==> src/slsl_pkg.sv <==
// Shared types, constants and helpers for the string literal span lexer.
package slsl_pkg;

  localparam int POS_BITS   = 24;
  localparam int FIELD_W    = 24;
  localparam int FIFO_DEPTH = 4;
  localparam int FIFO_AW    = $clog2(FIFO_DEPTH);
  localparam int FIFO_CW    = $clog2(FIFO_DEPTH + 1);

  localparam logic [POS_BITS-1:0] POS_MAX = {POS_BITS{1'b1}};

  localparam logic [7:0] CH_QUOTE = 8'h22;
  localparam logic [7:0] CH_BSL   = 8'h5C;
  localparam logic [7:0] CH_SLASH = 8'h2F;
  localparam logic [7:0] CH_STAR  = 8'h2A;
  localparam logic [7:0] CH_SPACE = 8'h20;
  localparam logic [7:0] CH_TAB   = 8'h09;
  localparam logic [7:0] CH_CR    = 8'h0D;
  localparam logic [7:0] CH_LF    = 8'h0A;

  typedef enum logic [1:0] {
    EV_LIT = 2'd0,
    EV_ERR = 2'd1,
    EV_END = 2'd2
  } event_t;

  typedef enum logic [2:0] {
    M_CODE   = 3'd0,
    M_SLASH  = 3'd1,
    M_LINE   = 3'd2,
    M_BLOCK  = 3'd3,
    M_BSTAR  = 3'd4,
    M_STRING = 3'd5,
    M_AFTER  = 3'd6
  } scan_mode_t;

  // One queue entry: an optional literal followed by an optional closing result.
  typedef struct packed {
    logic                has_lit;
    logic                has_tail;
    logic                tail_err;
    logic [POS_BITS-1:0] start;
    logic [POS_BITS-1:0] len;
  } entry_t;

  function automatic logic [FIELD_W-1:0] to_field(input logic [POS_BITS-1:0] v);
    logic [31:0] w;
    w = 32'(v);
    return w[FIELD_W-1:0];
  endfunction

  function automatic logic is_space(input logic [7:0] c);
    return (c == CH_SPACE) || (c == CH_TAB) || (c == CH_CR) || (c == CH_LF);
  endfunction

endpackage

==> src/string_literal_span_lexer_core.sv <==
// Top level of the string literal span lexer.
// Input channel: in_valid/in_ready carry one text byte per beat with end_of_text
// marking the final byte. Output channel: out_valid/out_ready carry result beats:
// a literal span (event_res 0), an unterminated string (1) or end of text (2);
// last is set on the final result of a text.
// Throughput: one text byte per cycle while the queue is not full. The lexer
// state machine updates in the cycle a byte is taken; a byte yields at most two
// results, which are packed in one entry of a four-entry queue and unpacked by
// the output register. With the queue empty, a result passes through the queue
// and then the output register before it is valid on the output; a second result
// from the same byte follows once the first has been accepted.
// in_ready falls only when the queue is full: with the receiver stalled, the
// output register holds one entry and the queue four more, so the input is held
// back once five result-bearing bytes are waiting; until then bytes pass freely.
// After an unterminated string the block takes bytes and discards them until reset.
// After a normal end result offsets restart at zero for the next text.
// Reset (rst, synchronous) empties the queue and output stage and returns the
// lexer to code mode at offset zero.
module string_literal_span_lexer_core (
  input  logic                         clk,
  input  logic                         rst,
  input  logic                         in_valid,
  output logic                         in_ready,
  input  logic [7:0]                   text_byte,
  input  logic                         end_of_text,
  output logic                         out_valid,
  input  logic                         out_ready,
  output logic [1:0]                   event_res,
  output logic [slsl_pkg::FIELD_W-1:0] literal_start,
  output logic [slsl_pkg::FIELD_W-1:0] literal_length,
  output logic                         last
);
  import slsl_pkg::*;

  entry_t f_ent;
  entry_t q_ent;
  logic   f_push;
  logic   q_full;
  logic   q_empty;
  logic   q_pop;
  logic   take;

  assign in_ready = !q_full;
  assign take     = in_valid && in_ready;

  slsl_front u_front (
    .clk         (clk),
    .rst         (rst),
    .take        (take),
    .text_byte   (text_byte),
    .end_of_text (end_of_text),
    .push        (f_push),
    .ent         (f_ent)
  );

  slsl_fifo u_fifo (
    .clk    (clk),
    .rst    (rst),
    .push   (f_push),
    .wr_ent (f_ent),
    .full   (q_full),
    .pop    (q_pop),
    .rd_ent (q_ent),
    .empty  (q_empty)
  );

  slsl_back u_back (
    .clk            (clk),
    .rst            (rst),
    .q_ent          (q_ent),
    .q_empty        (q_empty),
    .q_pop          (q_pop),
    .out_valid      (out_valid),
    .out_ready      (out_ready),
    .event_res      (event_res),
    .literal_start  (literal_start),
    .literal_length (literal_length),
    .last           (last)
  );

endmodule

==> src/slsl_front.sv <==
// Front end: per-byte lexer state machine that builds result entries.
module slsl_front (
  input  logic            clk,
  input  logic            rst,
  input  logic            take,
  input  logic [7:0]      text_byte,
  input  logic            end_of_text,
  output logic            push,
  output slsl_pkg::entry_t ent
);
  import slsl_pkg::*;

  scan_mode_t          mode, mode_next;
  logic                esc, esc_next;
  logic [POS_BITS-1:0] pos;
  logic [POS_BITS-1:0] open_q, open_next;
  logic [POS_BITS-1:0] close_q, close_next;
  logic                stopped;
  logic                lit_hit;
  logic                do_code;
  logic [POS_BITS:0]   diff;
  logic [POS_BITS:0]   span;
  logic [POS_BITS-1:0] span_len;

  // next state
  always_comb begin
    mode_next  = mode;
    esc_next   = esc;
    open_next  = open_q;
    close_next = close_q;
    lit_hit    = 1'b0;
    do_code    = 1'b0;
    case (mode)
      M_SLASH: begin
        if (text_byte == CH_SLASH) mode_next = M_LINE;
        else if (text_byte == CH_STAR) mode_next = M_BLOCK;
        else do_code = 1'b1;
      end
      M_LINE: begin
        if (text_byte == CH_LF) mode_next = M_CODE;
      end
      M_BLOCK: begin
        if (text_byte == CH_STAR) mode_next = M_BSTAR;
      end
      M_BSTAR: begin
        if (text_byte == CH_SLASH) mode_next = M_CODE;
        else if (text_byte != CH_STAR) mode_next = M_BLOCK;
      end
      M_STRING: begin
        if (text_byte == CH_BSL) begin
          esc_next = ~esc;
        end else if (text_byte == CH_QUOTE) begin
          if (esc) begin
            esc_next = 1'b0;
          end else begin
            close_next = pos;
            mode_next  = M_AFTER;
          end
        end else begin
          esc_next = 1'b0;
        end
      end
      M_AFTER: begin
        if (text_byte == CH_QUOTE) begin
          esc_next  = 1'b0;
          mode_next = M_STRING;
        end else if (!is_space(text_byte)) begin
          lit_hit = 1'b1;
          do_code = 1'b1;
        end
      end
      default: do_code = 1'b1;
    endcase
    // byte handled as code, possibly opening a string or a comment
    if (do_code) begin
      if (text_byte == CH_QUOTE) begin
        open_next = pos;
        esc_next  = 1'b0;
        mode_next = M_STRING;
      end else if (text_byte == CH_SLASH) begin
        mode_next = M_SLASH;
      end else begin
        mode_next = M_CODE;
      end
    end
  end

  // span length, clamped to the position range
  always_comb begin
    diff = {1'b0, close_next} - {1'b0, open_next};
    span = diff + {{POS_BITS{1'b0}}, 1'b1};
    if (close_next < open_next) span_len = '0;
    else if (span[POS_BITS]) span_len = POS_MAX;
    else span_len = span[POS_BITS-1:0];
  end

  // outputs
  always_comb begin
    ent.has_lit  = lit_hit || (end_of_text && (mode_next == M_AFTER));
    ent.has_tail = end_of_text;
    ent.tail_err = end_of_text && (mode_next == M_STRING);
    ent.start    = open_next;
    ent.len      = ent.has_lit ? span_len : '0;
    push         = take && !stopped && (ent.has_lit || ent.has_tail);
  end

  always_ff @(posedge clk) begin
    if (rst) begin
      mode    <= M_CODE;
      esc     <= 1'b0;
      pos     <= '0;
      open_q  <= '0;
      close_q <= '0;
      stopped <= 1'b0;
    end else if (take && !stopped) begin
      if (end_of_text && (mode_next == M_STRING)) begin
        stopped <= 1'b1;
      end else if (end_of_text) begin
        mode    <= M_CODE;
        esc     <= 1'b0;
        pos     <= '0;
        open_q  <= '0;
        close_q <= '0;
      end else begin
        mode    <= mode_next;
        esc     <= esc_next;
        open_q  <= open_next;
        close_q <= close_next;
        if (pos != POS_MAX) pos <= pos + 1'b1;
      end
    end
  end

  a_push_nonempty: assert property (@(posedge clk) disable iff (rst)
    push |-> (ent.has_lit || ent.has_tail))
    else $error("front pushed an entry with no result");

  a_stop_holds: assert property (@(posedge clk) disable iff (rst)
    stopped |=> stopped && $stable(pos))
    else $error("lexer left the stopped state without reset");

endmodule

==> src/slsl_fifo.sv <==
// Short entry queue between front and back ends.
module slsl_fifo (
  input  logic             clk,
  input  logic             rst,
  input  logic             push,
  input  slsl_pkg::entry_t wr_ent,
  output logic             full,
  input  logic             pop,
  output slsl_pkg::entry_t rd_ent,
  output logic             empty
);
  import slsl_pkg::*;

  entry_t             mem [FIFO_DEPTH];
  logic [FIFO_AW-1:0] wr_ptr;
  logic [FIFO_AW-1:0] rd_ptr;
  logic [FIFO_CW-1:0] count;

  assign full   = (count == FIFO_CW'(FIFO_DEPTH));
  assign empty  = (count == '0);
  assign rd_ent = mem[rd_ptr];

  always_ff @(posedge clk) begin
    if (push) mem[wr_ptr] <= wr_ent;
  end

  always_ff @(posedge clk) begin
    if (rst) begin
      wr_ptr <= '0;
      rd_ptr <= '0;
      count  <= '0;
    end else begin
      if (push) wr_ptr <= wr_ptr + 1'b1;
      if (pop) rd_ptr <= rd_ptr + 1'b1;
      if (push && !pop) count <= count + 1'b1;
      else if (pop && !push) count <= count - 1'b1;
    end
  end

  a_no_overflow: assert property (@(posedge clk) disable iff (rst)
    push |-> !full)
    else $error("queue written while full");

  a_no_underflow: assert property (@(posedge clk) disable iff (rst)
    pop |-> !empty)
    else $error("queue read while empty");

endmodule

==> src/slsl_back.sv <==
// Back end: output register that unpacks each entry into one or two result beats.
module slsl_back (
  input  logic                         clk,
  input  logic                         rst,
  input  slsl_pkg::entry_t             q_ent,
  input  logic                         q_empty,
  output logic                         q_pop,
  output logic                         out_valid,
  input  logic                         out_ready,
  output logic [1:0]                   event_res,
  output logic [slsl_pkg::FIELD_W-1:0] literal_start,
  output logic [slsl_pkg::FIELD_W-1:0] literal_length,
  output logic                         last
);
  import slsl_pkg::*;

  entry_t cur;
  logic   cur_valid;
  logic   beat;
  logic   done;

  assign beat  = cur_valid && out_ready;
  assign done  = beat && !(cur.has_lit && cur.has_tail);
  assign q_pop = !q_empty && (!cur_valid || done);

  always_ff @(posedge clk) begin
    if (rst) begin
      cur_valid <= 1'b0;
    end else if (q_pop) begin
      cur_valid <= 1'b1;
    end else if (done) begin
      cur_valid <= 1'b0;
    end
  end

  always_ff @(posedge clk) begin
    if (q_pop) cur <= q_ent;
    else if (beat && cur.has_lit) cur.has_lit <= 1'b0;
  end

  always_comb begin
    out_valid = cur_valid;
    if (cur.has_lit) begin
      event_res      = EV_LIT;
      literal_start  = to_field(cur.start);
      literal_length = to_field(cur.len);
      last           = 1'b0;
    end else if (cur.tail_err) begin
      event_res      = EV_ERR;
      literal_start  = to_field(cur.start);
      literal_length = '0;
      last           = 1'b1;
    end else begin
      event_res      = EV_END;
      literal_start  = '0;
      literal_length = '0;
      last           = 1'b1;
    end
  end

  a_entry_nonempty: assert property (@(posedge clk) disable iff (rst)
    cur_valid |-> (cur.has_lit || cur.has_tail))
    else $error("empty entry held in output stage");

  a_lit_not_err: assert property (@(posedge clk) disable iff (rst)
    (cur_valid && cur.has_lit && cur.has_tail) |-> !cur.tail_err)
    else $error("literal paired with unterminated error");

endmodule
==> config.mk <==
export PLATFORM = sky130hd
export DESIGN_NAME = string_literal_span_lexer_core
export DESIGN_NICKNAME = d
export VERILOG_FILES = /design/src/slsl_pkg.sv /design/src/string_literal_span_lexer_core.sv /design/src/slsl_front.sv /design/src/slsl_fifo.sv /design/src/slsl_back.sv
export SDC_FILE = /design/constraint.sdc
export NUM_CORES = 1
export LEC_CHECK = 0
export BUFFER_PORTS_ARGS = -buffer_cell sky130_fd_sc_hd__buf_2
export CAP_MARGIN = 20
export CORE_MARGIN = 8
export CORE_UTILIZATION = 35
export CTS_CLUSTER_DIAMETER = 40
export DETAILED_ROUTE_END_ITERATION = 8
export MAX_ROUTING_LAYER = met4
export PLACE_DENSITY_LB_ADDON = 0.05
export RECOVER_POWER = 50
export SYNTH_ARGS = -nofsm -noshare
export SYNTH_HDL_FRONTEND = slang
export SYNTH_SLANG_ARGS = --single-unit
==> constraint.sdc <==
create_clock -name clk -period 9.5 [get_ports clk]
set_input_delay 0.95 -clock clk [delete_from_list [all_inputs] [get_ports clk]]
set_output_delay 0.95 -clock clk [all_outputs]
set_load 0.02 [all_outputs]
==> impl_metrics.toml <==
[run_status]
status = "finished, violations left"
violations = "capacitance limit, slew limit"

[power]
p_per_area_nw_per_um2 = 259.6
ir_worst_vdd_mv = 0.1558
p_total_mw = 4.871
leakagePower_nw = 6.781

[timing]
finalCriticalPeriod_ps = 6689
skew_ps = 20.28
hold_violations = 0
slew-limit-headroom = -1.415
fin_crit_sh = 0.7041
slew_viol_final = 212
worst_pin_slew_ps = 3623
setup_ws_ps = 2811
setup_viol_count_final = 0
finalHoldWorstSlack_ps = 491.4
rsz0062_at_grt = "no"
max_freq_mhz = 149.5
tns_ps = 0

[drt]
drc = 0
drt-initial-drc-count = 545
dr.pass1.iters = 5
vias = 9828
drt-vias-per-instance = 5.037
wl_per_cell_um = 20.15
totalWireLength_um = 39320
ant_nets = 0

[synth]
yosysSeqAreaShare = 0.5930
ys_async_sr_fraction = 0
yosysWarningCount = 0
synth_seq_cells = 342
synth_edf_count = 255
yosys_most_used_dff = "edfxtp_1"
ys_types = 73
syn_avg_cell_area_um2 = 12.93
syn_area_um2 = 15850
synth_cells = 1226
syn_nets = 1304

[cts]
clk_pin_slew_ps = 50
clock-sinks = 342
clock-root-buffer = "clkbuf_16"
cts_setup_buffers = 0
cts_buffer_depth = 3
clock_latency_ps = 590
cts_resized = 0
cts_hold_buf = 0
cts_tree = "yes"
cts_buffers = 55
htree_levels = 2

[layout]
drive_gt1_frac = 0.1628
antenna_cells = 0
nets = 1382
syn_to_final_growth_pct = 18.36
finalNonFillerCells = 1951

[die]
dieArea_um2 = 52350
start_util = 0.3523
coreArea_um2 = 44990
dieWidth_um = 228.8
die_h_um = 228.8
row_count = 78
pin_count = 66

[global_route]
busiest_layer = "met2"
met3_usage = 0.03090
antenna_found_initial = 1
grt_pass1_vias = 10011
grt_pass1_wl_um = 60790
met1_usage = 0.2022
grt_max_degree = 68
gr-total-overflow = 0
use_met2 = 0.2355
grt_usage = 0.1524

[place]
placed_cells = 1847
dp_slack_ps = 2908
place_hpwl_um = 25420
portBuffers = 65
gp_congestion = 0.8023

[min_path]
hp-start = "u_back.out_valid"
worst_hold_path_type = "reg2reg"

[setup_path]
cp_slowest_cell = "nor4b_1"
cp_max_fo = 32
rr_startpoint = "u_front.mode[2]"
cp_slowest_stage_delay_ps = 1090
criticalPathCategory = "in2reg"
cp_num_cells = 16
reg2reg_depth = 15
cp-end-kind = "flip-flop"
path_cells = "buf_2 > nor4b_1 > nand3_1 > a21oi_4 > buf_4 > mux2_1 > a21oi_1 > ha_1 > a21oi_1 > nor2b_1 > a211o_1 > o21ai_0 > o21ai_0 > a21oi_1 > xnor2_4 > a41oi_1"
r2r_setup_slack_ps = 3920
cp.required_ps = 9740
critPathArrivalTime_ps = 6930
startpoint_type = "primary input"
path_delay_family = "compound AO/OA/AOI/OAI gates"
r2r_end = "u_fifo.mem[0][23]"
crit_top_cell = "a21oi_1"
cp_num_buf_inv = 2
crit_start = "text_byte[7]"
crit_end = "u_fifo.mem[0][23]"

[flow_run]
drv_cap = 4
## worst min-delay path by stage
| stage | endpoint | slack, ps | depth (start not counted) |
|---|---|---|---|
| floorplan | u_front.close_q[0] | 460 | 2 |
| global placement | u_front.open_q[22] | 480 | 2 |
| detailed placement | u_front.close_q[13] | 480 | 2 |
| CTS | u_front.close_q[13] | 500 | 2 |
| global route | u_front.close_q[11] | 520 | 2 |
| finish | u_back.out_valid | 490 | 2 |
## synth_stat cells (19+ instances only)
cell type    n  area share
a21oi_1     58       0.018
nand3_1     19      0.0060
xor2_1      19       0.010
nor2_1     103       0.024
inv_1       73       0.017
xnor2_1     24       0.013
clkbuf_1    43       0.010
dfxtp_1     87        0.11
ha_1        53       0.042
nand2_1     83       0.020
o21ai_0     30      0.0095
and2_1      33       0.013
nor2b_1     35       0.014
mux2i_1     33       0.021
edfxtp_1   255        0.48
a22oi_1     50       0.024
mux4_2      51       0.072
## power by group
part / switching (mW) / internal, mW
registers: 0.0799 / 1.83
logic: 0.517 / 0.318
clock network: 0.724 / 1.40
## per-stage QoR
stage / utilization / cell area (µm²)
after CTS: 0.4188 / 18840
after floorplan: - / 15850
after global placement: 0.3747 / 16860
after global routing: 0.4170 / 18760
final: 0.4170 / 18760
after detailed placement: 0.3747 / 16860
## final cells by class
cell class / instances / area (µm²)
Clock buffer: 58 / 1398
Clock inverter: 46 / 586.8
Fill cell: 4227 / 26230
Inverter: 73 / 274.0
Multi-Input combinational cell: 754 / 5963
Sequential cell: 342 / 9404
Tap cell: 600 / 750.7
Timing Repair Buffer: 78 / 382.9
## flip-flops by register name (all words and copies together), names as in the netlist, named ones only
| signal | count |
|---|---|
| u_fifo.count | 3 |
| u_front.pos | 24 |
| u_front.esc | 1 |
| u_fifo.rd_ptr | 2 |
| u_back.cur | 51 |
| u_front.mode | 3 |
| u_back.out_valid | 1 |
| u_front.stopped | 1 |
| u_fifo.wr_ptr | 2 |
| u_front.open_q | 24 |
| u_fifo.mem | 204 |
| u_front.close_q | 24 |
## layout by cell type, fill, tap and decap left out, types with 6 or more instances in the layout
cell type	instances
ha_1	53
o21ai_0	30
buf_4	9
nand2b_1	8
clkbuf_16	55
clkinv_1	6
mux2i_1	33
a22oi_1	50
inv_1	73
clkinvlp_4	6
and2_0	14
edfxtp_1	255
nor3_1	14
clkbuf_1	26
a21o_1	7
clkinv_2	9
a31oi_1	8
nand3_1	19
nor2_1	102
xor2_1	19
clkinv_4	8
and2_1	17
nand2_1	83
dfxtp_1	85
fa_1	12
mux4_2	51
nor2b_1	35
and4_1	6
buf_2	45
bufinv_16	12
or3_1	11
xnor2_1	23
a21oi_1	58
nand4_1	13
## worst min-delay path, cell delays in order, from the launching register on
cell and delay [ps]:
dfxtp_1 330, nand2_1 60, a21oi_1 50
## metal layers
layer,vias to the layer above,part of all wire,wire length (µm)
met3,63,0.040,1575
met5,-,0,0
li1,4743,-,-
met4,0,0.022,868
met2,148,0.46,18140
met1,4874,0.48,18740
## kinds of logic (layout without fill, tap and decap cells)
| family | after synthesis | count (layout) | synth area share |
|---|---|---|---|
| multiplexers | 86 | 86 | 0.09473 |
| adder cells (fa/ha/maj) | 65 | 65 | 0.05700 |
| AND/OR/NAND/NOR | 361 | 361 | 0.1161 |
| buffers and inverters | 130 | 255 | 0.03134 |
| AO/OA/AOI/OAI | 199 | 199 | 0.08408 |
| XOR/XNOR | 43 | 43 | 0.02376 |
| flip-flops | 342 | 342 | 0.5930 |
(Power assumes the default switching activity.)
